### config.mk
export PLATFORM = sky130hd
export DESIGN_NAME = echo_distance_smoother_flat
export DESIGN_NICKNAME = d
export VERILOG_FILES = /design/src/eds_pkg.sv /design/src/eds_if.sv /design/src/echo_distance_smoother.sv /design/src/flat_wrapper.sv
export SDC_FILE = /design/constraint.sdc
export NUM_CORES = 1
export LEC_CHECK = 0
export BUFFER_PORTS_ARGS = -buffer_cell sky130_fd_sc_hd__clkbuf_2
export CELL_PAD_IN_SITES_DETAIL_PLACEMENT = 0
export CELL_PAD_IN_SITES_GLOBAL_PLACEMENT = 1
export CORE_MARGIN = 4
export CORE_UTILIZATION = 55
export CTS_CLUSTER_SIZE = 28
export DETAILED_ROUTE_END_ITERATION = 8
export PLACE_DENSITY = 0.93
export SKIP_LAST_GASP = 1
export SLEW_MARGIN = 20
export SYNTH_ARGS = -nofsm -noshare
export SYNTH_HDL_FRONTEND = slang
export SYNTH_SLANG_ARGS = --single-unit
### constraint.sdc
create_clock -name clk -period 26.5 [get_ports clk]
set_clock_uncertainty 0.05 [all_clocks]
set_input_delay 5.3 -clock clk [delete_from_list [all_inputs] [get_ports clk]]
set_output_delay 5.3 -clock clk [all_outputs]
set_load 0.02 [all_outputs]
### src/eds_pkg.sv
// Shared widths, types and constant divider factors for the echo distance smoother.
package eds_pkg;

  localparam int SENSOR_COUNT  = 3;
  localparam int WINDOW_LENGTH = 6;

  localparam int SENSOR_W = 2;
  localparam int TIME_W   = 32;
  localparam int CM_W     = 10;
  localparam int DIST_W   = 14;
  localparam int FRAC_W   = 4;
  localparam int POS_W    = (WINDOW_LENGTH > 1) ? $clog2(WINDOW_LENGTH) : 1;

  localparam logic [CM_W-1:0] MAX_CM_RESET = CM_W'(400);

  // Distance in 1/16 cm is width*16/58. Any pulse of 2**16 us or more is already past
  // the largest possible limit, so only the low bits of the width go through the divider.
  localparam int WIDTH_KEEP_W = 16;
  localparam int DIST_NUM     = 16;
  localparam int DIST_DEN     = 58;
  localparam int DIST_X_W     = WIDTH_KEEP_W + $clog2(DIST_NUM);
  localparam int DIST_Q_W     = DIST_W + 1;
  localparam int DIST_K       = DIST_X_W + $clog2(DIST_DEN);
  localparam longint DIST_RECIP = ((64'd1 << DIST_K) + DIST_DEN - 1) / DIST_DEN;
  localparam int DIST_RECIP_W = $clog2(DIST_RECIP + 1);
  localparam int DIST_PROD_W  = DIST_X_W + DIST_RECIP_W;

  // Window average: floor(sum / WINDOW_LENGTH) by reciprocal multiplication.
  localparam int SUM_W        = DIST_W + $clog2(WINDOW_LENGTH + 1);
  localparam int AVG_K        = SUM_W + $clog2(WINDOW_LENGTH + 1);
  localparam longint AVG_RECIP = ((64'd1 << AVG_K) + WINDOW_LENGTH - 1) / WINDOW_LENGTH;
  localparam int AVG_RECIP_W  = $clog2(AVG_RECIP + 1);
  localparam int AVG_PROD_W   = SUM_W + AVG_RECIP_W;

  typedef logic [SENSOR_W-1:0] sensor_t;
  typedef logic [DIST_W-1:0]   dist_t;
  typedef logic [CM_W-1:0]     cm_t;
  typedef logic [TIME_W-1:0]   stamp_t;
  typedef logic [POS_W-1:0]    pos_t;
  typedef logic [SUM_W-1:0]    sum_t;
  typedef logic [WINDOW_LENGTH-1:0][DIST_W-1:0] row_t;

endpackage

### src/eds_if.sv
// Channel interfaces: measurement input, smoothed result output and configuration write.
interface eds_meas_if;
  logic                     valid;
  logic                     ready;
  logic [1:0]               sensor;
  logic                     echo_received;
  logic [31:0]              rise_time;
  logic [31:0]              fall_time;

  modport source (output valid, output sensor, output echo_received, output rise_time,
                  output fall_time, input ready);
  modport sink   (input valid, input sensor, input echo_received, input rise_time,
                  input fall_time, output ready);
endinterface

interface eds_res_if;
  logic        valid;
  logic        ready;
  logic [1:0]  out_sensor;
  logic [13:0] smoothed_distance;

  modport source (output valid, output out_sensor, output smoothed_distance, input ready);
  modport sink   (input valid, input out_sensor, input smoothed_distance, output ready);
endinterface

interface eds_cfg_if;
  logic       valid;
  logic       ready;
  logic [9:0] max_distance_cm;

  modport source (output valid, output max_distance_cm, input ready);
  modport sink   (input valid, input max_distance_cm, output ready);
endinterface

### src/echo_distance_smoother.sv
// Ultrasonic echo distance smoother: converts echo timing to distance and averages it per sensor.
// The block is a four-register pipeline (input, sample, window sum, result) that takes one
// measurement beat per cycle while input ready is high and returns one result beat per
// in-range measurement from the result register. Each stage holds its beat while the next one
// is full, and empty stages are filled at once, so input ready only drops when every stage is
// occupied and the result is not being taken. Measurements for a sensor index at or above the
// sensor count are accepted and dropped without a result. The per-sensor window is updated in
// the sample stage, so back-to-back beats for the same sensor see each other's samples.
// The maximum distance register is always ready and should only be written while idle.
module echo_distance_smoother (
  input  logic clk,
  input  logic rst,
  eds_meas_if.sink   meas,
  eds_res_if.source  res,
  eds_cfg_if.sink    cfg
);
  import eds_pkg::*;

  // Configuration.
  cm_t max_cm;

  // Input stage.
  logic    in_vld;
  sensor_t in_sensor;
  logic    in_echo;
  stamp_t  in_rise;
  stamp_t  in_fall;

  // Sample stage.
  logic    smp_vld;
  sensor_t smp_sensor;
  dist_t   smp_dist;

  // Sum stage.
  logic    sum_vld;
  sensor_t sum_sensor;
  sum_t    sum_val;

  // Result stage.
  logic    out_vld;
  sensor_t out_sensor_r;
  dist_t   out_dist;

  // Per-sensor window state; window rows have no reset and are always filled on first use.
  row_t  win [SENSOR_COUNT];
  pos_t  wpos [SENSOR_COUNT];
  logic [SENSOR_COUNT-1:0] window_filled;

  logic take_out, take_sum, take_smp, take_in;
  logic in_range;

  dist_t                  limit;
  logic [TIME_W:0]        diff;
  logic [DIST_X_W-1:0]    dist_x;
  logic [DIST_PROD_W-1:0] dist_prod;
  logic [DIST_Q_W-1:0]    dist_q;
  dist_t                  sample;

  row_t                   row_next;
  pos_t                   pos_next;
  sum_t                   row_sum;
  logic [AVG_PROD_W-1:0]  avg_prod;

  assign take_out = !out_vld || res.ready;
  assign take_sum = !sum_vld || take_out;
  assign take_smp = !smp_vld || take_sum;
  assign take_in  = !in_vld  || take_smp;

  assign meas.ready = take_in;
  assign cfg.ready  = 1'b1;
  assign in_range   = {1'b0, meas.sensor} < (SENSOR_W + 1)'(SENSOR_COUNT);

  assign res.valid             = out_vld;
  assign res.out_sensor        = out_sensor_r;
  assign res.smoothed_distance = out_dist;

  // Pulse width to distance, with saturation at the configured limit.
  always_comb begin
    limit     = {max_cm, {FRAC_W{1'b0}}};
    diff      = {1'b0, in_fall} - {1'b0, in_rise};
    dist_x    = {diff[WIDTH_KEEP_W-1:0], {(DIST_X_W - WIDTH_KEEP_W){1'b0}}};
    dist_prod = DIST_PROD_W'(dist_x) * DIST_PROD_W'(DIST_RECIP);
    dist_q    = dist_prod[DIST_K +: DIST_Q_W];
    if (!in_echo) begin
      sample = limit;
    end else if (diff[TIME_W] || diff[TIME_W-1:0] == '0) begin
      // Falling edge not later than rising edge: zero width.
      sample = '0;
    end else if (diff[TIME_W-1:WIDTH_KEEP_W] != '0) begin
      sample = limit;
    end else if (dist_q > {1'b0, limit}) begin
      sample = limit;
    end else begin
      sample = dist_q[DIST_W-1:0];
    end
  end

  // Window update for the sensor in the sample stage, and the sum of the new window.
  always_comb begin
    if (!window_filled[smp_sensor]) begin
      for (int i = 0; i < WINDOW_LENGTH; i++) begin
        row_next[i] = smp_dist;
      end
    end else begin
      row_next = win[smp_sensor];
      row_next[wpos[smp_sensor]] = smp_dist;
    end
    if (wpos[smp_sensor] == POS_W'(WINDOW_LENGTH - 1)) begin
      pos_next = '0;
    end else begin
      pos_next = wpos[smp_sensor] + POS_W'(1);
    end
    row_sum = '0;
    for (int i = 0; i < WINDOW_LENGTH; i++) begin
      row_sum = row_sum + SUM_W'(row_next[i]);
    end
  end

  assign avg_prod = AVG_PROD_W'(sum_val) * AVG_PROD_W'(AVG_RECIP);

  always_ff @(posedge clk) begin
    if (rst) begin
      max_cm        <= MAX_CM_RESET;
      in_vld        <= 1'b0;
      smp_vld       <= 1'b0;
      sum_vld       <= 1'b0;
      out_vld       <= 1'b0;
      window_filled <= '0;
      for (int i = 0; i < SENSOR_COUNT; i++) begin
        wpos[i] <= '0;
      end
    end else begin
      if (cfg.valid) begin
        max_cm <= cfg.max_distance_cm;
      end
      if (take_in) begin
        in_vld <= meas.valid && in_range;
      end
      if (take_smp) begin
        smp_vld <= in_vld;
      end
      if (take_sum) begin
        sum_vld <= smp_vld;
        if (smp_vld) begin
          window_filled[smp_sensor] <= 1'b1;
          wpos[smp_sensor]          <= pos_next;
        end
      end
      if (take_out) begin
        out_vld <= sum_vld;
      end
    end
  end

  // Payload registers.
  always_ff @(posedge clk) begin
    if (take_in) begin
      in_sensor <= meas.sensor;
      in_echo   <= meas.echo_received;
      in_rise   <= meas.rise_time;
      in_fall   <= meas.fall_time;
    end
    if (take_smp) begin
      smp_sensor <= in_sensor;
      smp_dist   <= sample;
    end
    if (take_sum) begin
      sum_sensor <= smp_sensor;
      sum_val    <= row_sum;
      if (smp_vld) begin
        win[smp_sensor] <= row_next;
      end
    end
    if (take_out) begin
      out_sensor_r <= sum_sensor;
      out_dist     <= avg_prod[AVG_K +: DIST_W];
    end
  end

  // A sample never exceeds the configured limit.
  a_sample_limit: assert property (@(posedge clk) disable iff (rst)
    smp_vld |-> smp_dist <= {max_cm, {FRAC_W{1'b0}}})
    else $error("sample above saturation limit");

  // Once a sample has entered a sensor's window, that window counts as filled.
  a_filled_after_write: assert property (@(posedge clk) disable iff (rst)
    (smp_vld && take_sum) |=> window_filled[$past(smp_sensor)])
    else $error("window not marked filled after a write");

  // The write position of the active sensor stays inside its window.
  a_pos_range: assert property (@(posedge clk) disable iff (rst)
    smp_vld |-> wpos[smp_sensor] < POS_W'(WINDOW_LENGTH))
    else $error("write position outside window");

endmodule

### src/flat_wrapper.sv
// flat-port wrapper written by rule: the top's interface ports become plain ports
module echo_distance_smoother_flat import eds_pkg::*;
  (clk, rst, meas_valid, meas_sensor, meas_echo_received, meas_rise_time, meas_fall_time, meas_ready, res_valid, res_out_sensor, res_smoothed_distance, res_ready, cfg_valid, cfg_max_distance_cm, cfg_ready);
  eds_meas_if meas_i ();
  eds_res_if res_i ();
  eds_cfg_if cfg_i ();
  input  logic clk;
  input  logic rst;
  input wire logic [$bits(meas_i.valid)-1:0] meas_valid;
  input wire logic [$bits(meas_i.sensor)-1:0] meas_sensor;
  input wire logic [$bits(meas_i.echo_received)-1:0] meas_echo_received;
  input wire logic [$bits(meas_i.rise_time)-1:0] meas_rise_time;
  input wire logic [$bits(meas_i.fall_time)-1:0] meas_fall_time;
  output wire logic [$bits(meas_i.ready)-1:0] meas_ready;
  output wire logic [$bits(res_i.valid)-1:0] res_valid;
  output wire logic [$bits(res_i.out_sensor)-1:0] res_out_sensor;
  output wire logic [$bits(res_i.smoothed_distance)-1:0] res_smoothed_distance;
  input wire logic [$bits(res_i.ready)-1:0] res_ready;
  input wire logic [$bits(cfg_i.valid)-1:0] cfg_valid;
  input wire logic [$bits(cfg_i.max_distance_cm)-1:0] cfg_max_distance_cm;
  output wire logic [$bits(cfg_i.ready)-1:0] cfg_ready;
  assign meas_i.valid = meas_valid;
  assign meas_i.sensor = meas_sensor;
  assign meas_i.echo_received = meas_echo_received;
  assign meas_i.rise_time = meas_rise_time;
  assign meas_i.fall_time = meas_fall_time;
  assign meas_ready = meas_i.ready;
  assign res_valid = res_i.valid;
  assign res_out_sensor = res_i.out_sensor;
  assign res_smoothed_distance = res_i.smoothed_distance;
  assign res_i.ready = res_ready;
  assign cfg_i.valid = cfg_valid;
  assign cfg_i.max_distance_cm = cfg_max_distance_cm;
  assign cfg_ready = cfg_i.ready;
  echo_distance_smoother u_core (.clk(clk), .rst(rst), .meas(meas_i), .res(res_i), .cfg(cfg_i));
endmodule
## Word-level counts from Yosys, hierarchy flattened

Memory sizes are Yosys's and may differ from the RTL's. A register that Yosys moved wholly into a read port is not among the register bits.
Cells that the tools add are included.

- Register bits after elaboration: 135
- Input bits: 82
- Memory bits (writable): 261
- Output and inout bits: 19
- Logic and storage cells: 79
- Memories: 2

Memory list:

| name | depth | width | rd ports | clocked after Yosys merged registers in | wr ports | line | text |
|---|---|---|---|---|---|---|---|
| u_core.win | 3 | 84 | 1 | 1 | 1 | echo_distance_smoother.sv:45 | `row_t win [SENSOR_COUNT];` |
| u_core.wpos | 3 | 3 | 1 | 1 | 3 | echo_distance_smoother.sv:46 | `pos_t wpos [SENSOR_COUNT];` |

- Mux-type cells: 25
- Bitwise operators: 2
- Eq/ne operators: 1
- Add/subtract/negate cells: 7
- Multiply operators: 2
- Order comparisons: 6
- Reductions and logical operators: 17

Operator list:

| cell | count |
|---|---|
| bitwise mux 84 bit | 1 |
| 2-to-1 mux 84 bit | 1 |
| 2-to-1 mux 14 bit | 5 |
| adder 17 x 14 -> 17 bit | 4 |
| demux 14 bit (select 3 bit) | 1 |
| multiplier 16 x 20 -> 36 bit, second input constant | 1 |
| multiplier 17 x 18 -> 34 bit, second input constant | 1 |
| subtractor 32 x 32 -> 33 bit | 1 |
| zero test 32 bit | 1 |
| nonzero test 16 bit | 1 |
| adder 14 x 14 -> 15 bit | 1 |
| > comparator 15 x 14 -> 1 bit | 1 |
| 2-to-1 mux 1 bit | 10 |
| 2-to-1 mux 2 bit | 3 |
| 2-to-1 mux 3 bit | 2 |
| logical OR 1 bit | 5 |
| zero test 1 bit | 4 |
| < comparator 3 x 4 -> 1 bit, second input constant | 1 |
| OR reduction 4 bit | 1 |
| adder 3 x 1 -> 3 bit, second input constant | 1 |
| equality test 3 bit, second input constant | 1 |
| greater-or-equal comparator 3 x 1 -> 1 bit, second input constant | 1 |
| logical AND 1 bit | 3 |
| < comparator 2 x 3 -> 1 bit, second input constant | 1 |
| other kinds (8) | 8 |

## Longest topological paths before layout

- Word-level depth: 11
- Gate-level depth with buffers: 43
- Depth with buffers taken out: 42

## Least setup slack after synthesis

No wires, ideal clock.

- Path kind: input to register
- From: input port res_ready
- To: memory u_core.wpos[1][0] in the netlist's numbering (enable)
- Library setup time: 0.327 ns
- Path slack: 13.115 ns
- Required time: 26.123 ns
- Data arrival time: 13.007 ns
- Stages on the path: 5
- Buffers on the path: 0
- Path through: nor2b_1 nand2_1 nand2_1 nor3b_1 or2_2

RTL lines:

| what | line | text |
|---|---|---|
| from (decl) | flat_wrapper.sv:18 | `input wire logic [$bits(res_i.ready)-1:0] res_ready;` |
| to (decl) | echo_distance_smoother.sv:46 |  |

## Final worst setup path

- From: register u_core.in_fall[0]
- To: register u_core.smp_dist[10], data pin

- Longest elaborated chain between the ends: 7
- Elaborated cells between the ends (all ways): 10
- Those cells by class: add/sub: 1; mul: 1; order compare: 1; mux: 4; reduce/logical: 3

RTL lines:

| what | line | text |
|---|---|---|
| from (decl) | echo_distance_smoother.sv:27 | `stamp_t in_fall;` |
| from (signal assigned) | echo_distance_smoother.sv:161 | `in_fall <= meas.fall_time;` |
| subtractor 32 x 32 -> 33 bit * | echo_distance_smoother.sv:80 | `diff = {1'b0, in_fall} - {1'b0, in_rise};` |
| multiplier 16 x 20 -> 36 bit | echo_distance_smoother.sv:82 | `dist_prod = DIST_PROD_W'(dist_x) * DIST_PROD_W'(DIST_RECIP);` |
| > comparator 15 x 14 -> 1 bit | echo_distance_smoother.sv:91 | `end else if (dist_q > {1'b0, limit}) begin` |
| 2-to-1 mux 14 bit | echo_distance_smoother.sv:91 |  |
| 2-to-1 mux 14 bit | echo_distance_smoother.sv:89 | `end else if (diff[TIME_W-1:WIDTH_KEEP_W] != '0) begin` |
| 2-to-1 mux 14 bit * | echo_distance_smoother.sv:86 | `end else if (diff[TIME_W] \|\| diff[TIME_W-1:0] == '0) begin` |
| 2-to-1 mux 14 bit * | echo_distance_smoother.sv:84 | `if (!in_echo) begin` |
| net u_core.sample[10] | echo_distance_smoother.sv:57 | `dist_t sample;` |
| to (signal assigned) | echo_distance_smoother.sv:165 | `smp_dist <= sample;` |
| to (decl) | echo_distance_smoother.sv:32 | `dist_t smp_dist;` |

Mark *: on every way through the listed nets, which the timed path passes. The rest lies on a longest branch.
A chain may end at the register's enable or synchronous reset.

==> impl_metrics.prom <==
# TYPE chip_impl_metric gauge
chip_impl_info{name="worstSetupPathType",value="register to register"} 1
chip_impl_metric{name="core_area",unit="um2"} 52800
chip_impl_metric{name="synth_area",unit="um2"} 29400
chip_impl_metric{name="die_footprint",unit="um2"} 57300
chip_impl_metric{name="vias_per_cell",unit=""} 5.57
chip_impl_metric{name="final_hold_viol_count",unit=""} 0
chip_impl_metric{name="start_util",unit="%"} 55.8
chip_impl_info{name="most_used_cells_in_the_layout_excluding_fill_and_tap_cells",value="467 x inv_1, 382 x edfxtp_1, 340 x ha_1"} 1
chip_impl_metric{name="die_y",unit="um"} 239
chip_impl_info{name="rsz_0062_raised_after_global_routing",value="no"} 1
chip_impl_metric{name="postSynthRegisterBits",unit=""} 401
chip_impl_info{name="worstSetupStartpoint",value="u_core.in_fall[0]$_DFFE_PP_"} 1
chip_impl_info{name="reg2reg_to",value="u_core.smp_dist[10]$_DFFE_PN_"} 1
chip_impl_info{name="critPathCaptureType",value="register"} 1
chip_impl_metric{name="hold_buffers",unit=""} 0
chip_impl_info{name="crit_path_top_delay_cell",value="or4_4"} 1
chip_impl_metric{name="netlist-cell-type-count",unit=""} 81
chip_impl_metric{name="drt_drc_violations_left",unit=""} 0
chip_impl_metric{name="synthesis.area_per_instance",unit="um2"} 11.6
chip_impl_metric{name="numCtsBuffers",unit=""} 45
chip_impl_metric{name="achievable-frequency",unit="MHz"} 86.2
chip_impl_metric{name="asyncSetResetFlopFracSynth",unit="%"} 0
chip_impl_metric{name="timing.critical_path.fanout_max",unit=""} 12
chip_impl_metric{name="report.final.slew_viol_count",unit=""} 0
chip_impl_metric{name="number_of_max_cap_violations",unit=""} 0
chip_impl_metric{name="die_x",unit="um"} 239
chip_impl_metric{name="slew_headroom",unit="%"} 27.2
chip_impl_info{name="layout_commonest_cell",value="inv_1"} 1
chip_impl_metric{name="h-tree-depth",unit=""} 2
chip_impl_metric{name="drt-initial-drc-count",unit=""} 1067
chip_impl_metric{name="routed_wl",unit="um"} 62300
chip_impl_metric{name="setup_tns",unit="ps"} 0
chip_impl_metric{name="finalCriticalPeriod",unit="ps"} 11600
chip_impl_metric{name="rows",unit=""} 84
chip_impl_metric{name="top_level_port_count",unit=""} 101
chip_impl_info{name="yosys_most_used_dff",value="edfxtp_1"} 1
chip_impl_metric{name="yosysWarningCount",unit=""} 0
chip_impl_metric{name="cts-resized-gates",unit=""} 0
chip_impl_metric{name="track_usage",unit="%"} 22.2
chip_impl_metric{name="cts-root-to-sink-buffers",unit=""} 3
chip_impl_metric{name="wire_length_of_the_first_global_routing_pass",unit="um"} 101000
chip_impl_metric{name="worst-slew-pin-transition",unit="ps"} 1090
chip_impl_metric{name="vias",unit=""} 18800
chip_impl_info{name="timing.hold.worst.class",value="register to register"} 1
chip_impl_info{name="status",value="finished clean"} 1
chip_impl_metric{name="final_layout_size_suffix_gt1_share",unit="%"} 9.35
chip_impl_metric{name="gp_congestion",unit=""} 0.923
chip_impl_metric{name="layout.filler_cells",unit=""} 4102
chip_impl_metric{name="first_global_vias",unit=""} 20100
chip_impl_info{name="tritoncts",value="built"} 1
chip_impl_metric{name="seq_area_frac_synth",unit="%"} 40.3
chip_impl_metric{name="clkLatencyLatePin",unit="ps"} 590
chip_impl_metric{name="cts.reportedPaths.clkPinSlew",unit="ps"} 70
chip_impl_metric{name="globalRouteOverflowTotal",unit=""} 0
chip_impl_metric{name="synth_edf_count",unit=""} 382
chip_impl_metric{name="clock_sink_count",unit=""} 401
chip_impl_metric{name="timing.critical_path.depth",unit=""} 38
chip_impl_metric{name="cts_setup_buffers",unit=""} 0
chip_impl_metric{name="detail-route-antenna-nets",unit=""} 0
chip_impl_metric{name="hold_path_depth",unit=""} 0
chip_impl_metric{name="finalSetupViolations",unit=""} 0
chip_impl_metric{name="drt-pass1-iter-count",unit=""} 6
chip_impl_info{name="rr_startpoint",value="u_core.in_fall[0]$_DFFE_PP_"} 1
chip_impl_metric{name="netlist_instances",unit=""} 2540
chip_impl_info{name="crit_family",value="adder cells"} 1
chip_impl_metric{name="wl_per_cell",unit="um"} 18.5
chip_impl_metric{name="r2r_cells",unit=""} 38
chip_impl_metric{name="synth_net_count",unit=""} 3195
chip_impl_metric{name="port-buffer-count",unit=""} 99
chip_impl_metric{name="hpwl",unit="um"} 47100
chip_impl_info{name="worst_setup_path_start_kind",value="register"} 1
chip_impl_metric{name="grt_antenna_before_repair",unit=""} 0
chip_impl_metric{name="critPathRequiredTime",unit="ps"} 26840
chip_impl_metric{name="layout.nets",unit=""} 3307
chip_impl_info{name="crit_path_end",value="u_core.smp_dist[10]$_DFFE_PN_"} 1
chip_impl_metric{name="cp.buffers_inverters",unit=""} 6
chip_impl_metric{name="grt_max_degree",unit=""} 72
chip_impl_metric{name="areaGrowthSynthToFinish",unit="%"} 9.57
chip_impl_info{name="clock-root-buffer",value="clkbuf_16"} 1
chip_impl_metric{name="worst_ep_arrival_time",unit="ps"} 11940
chip_impl_metric{name="share_of_the_cycle_needed_by_the_critical_path_after_routing",unit="%"} 43.8
chip_impl_metric{name="regToRegSetupSlack",unit="ps"} 14900
chip_impl_metric{name="crit_path_max_incr_delay",unit="ps"} 570
chip_impl_info{name="cell_seen_most_often_among_critical_path_stages",value="inv_1"} 1
chip_impl_metric{name="antennaDiodeCount",unit=""} 0
==> metrics by stage <==
| step | cell area (um2) | setup slack [ps] | utilization, % | std cells | hold slack, ps |
|---|---|---|---|---|---|
| detailed placement | 30800 | 14990 | 58.3 | 3293 | 373 |
| finish | 32300 | 14900 | 61.1 | 3372 | 383 |
| floorplan | 29400 | 13120 | - | 2540 | 350 |
| CTS | 32200 | 14970 | 61.1 | 3372 | 387 |
| global placement | 30800 | 15110 | 58.3 | 3293 | 358 |
| global route | 32300 | 14220 | 61.1 | 3372 | 403 |
==> cells by family after synthesis <==
kind of cell             after synthesis  synth area share (%)
other                                  1                0.0127
adder cells (fa/ha/maj)              573                  30.3
flip-flops                           401                  40.3
buffers and inverters                522                  6.73
AO/OA/AOI/OAI                        410                  8.97
XOR/XNOR                              77                  2.29
multiplexers                         140                  5.02
AND/OR/NAND/NOR                      416                  6.43
==> layout make-up <==
class	instances	area (um2)	area share (%)
Clock inverter	25	295	0.915
Sequential cell	401	11900	36.8
Tap cell	688	861	2.67
Multi-Input combinational cell	1617	15700	48.5
Clock buffer	54	1190	3.69
Inverter	468	1760	5.45
Timing Repair Buffer	119	646	2.00
==> sequential cells by signal, indices dropped and copies added (netlist names), 3 cells and up, named ones only <==
signal                        flops
u_core.win                      252
u_core.window_filled              3
u_core.max_cm                    10
u_core.wpos                      12
u_core.sum_val                   17
u_core.res.smoothed_distance     14
u_core.in_fall                   32
u_core.smp_dist                  14
u_core.in_rise                   32
==> layer usage <==
metal  wire length (um)  track usage [%]  vias to the layer above
met5                  0                0                        -
met4               1720             6.82                        0
met3               2720             3.01                      106
met2              31700             39.4                      406
met1              26100             28.3                     9290
li1                   -                -                     8994
==> cell usage after synthesis (7+ instances only) <==
| cell | instances | area [um2] |
|---|---|---|
| inv_1 | 467 | 1750 |
| edfxtp_1 | 382 | 11500 |
| ha_1 | 340 | 4250 |
| fa_1 | 233 | 4660 |
| nand2_1 | 157 | 589 |
| nor2_1 | 125 | 469 |
| a21oi_1 | 116 | 581 |
| mux2i_1 | 107 | 1070 |
| o21ai_0 | 101 | 505 |
| xnor2_1 | 54 | 473 |
| clkbuf_1 | 42 | 158 |
| mux2_2 | 30 | 338 |
| a21o_1 | 28 | 210 |
| o21a_1 | 27 | 203 |
| xor2_1 | 23 | 201 |
| dfxtp_1 | 19 | 380 |
| nand3_1 | 18 | 90.1 |
| nor3_1 | 18 | 90.1 |
| a31oi_1 | 15 | 93.8 |
| nand4_1 | 15 | 93.8 |
| o211ai_1 | 15 | 113 |
| and3_1 | 14 | 87.6 |
| o21bai_1 | 12 | 90.1 |
| a211oi_1 | 10 | 75.1 |
| nand2b_1 | 10 | 62.6 |
| o221ai_1 | 10 | 87.6 |
| and2_1 | 9 | 56.3 |
| o21ai_1 | 9 | 45.0 |
| or3_1 | 9 | 56.3 |
| a21boi_0 | 8 | 60.1 |
| nor4_1 | 8 | 50.1 |
| buf_1 | 7 | 26.3 |
| or2_2 | 7 | 43.8 |
==> how the worst min path moves through the flow <==
stage                                               from                                  to  slack (ps)
after floorplan           u_core.sum_sensor[0]$_DFFE_PP_  u_core.res.out_sensor[0]$_DFFE_PP_         350
after global placement    u_core.sum_sensor[1]$_DFFE_PP_  u_core.res.out_sensor[1]$_DFFE_PP_         360
after detailed placement  u_core.sum_sensor[0]$_DFFE_PP_  u_core.res.out_sensor[0]$_DFFE_PP_         370
after CTS                 u_core.sum_sensor[0]$_DFFE_PP_  u_core.res.out_sensor[0]$_DFFE_PP_         390
after global routing      u_core.sum_sensor[0]$_DFFE_PP_  u_core.res.out_sensor[0]$_DFFE_PP_         400
final                     u_core.sum_sensor[0]$_DFFE_PP_  u_core.res.out_sensor[0]$_DFFE_PP_         380
Power is not shown: default switching activity piles up to over one toggle a cycle in this logic, so the estimate is an artifact.
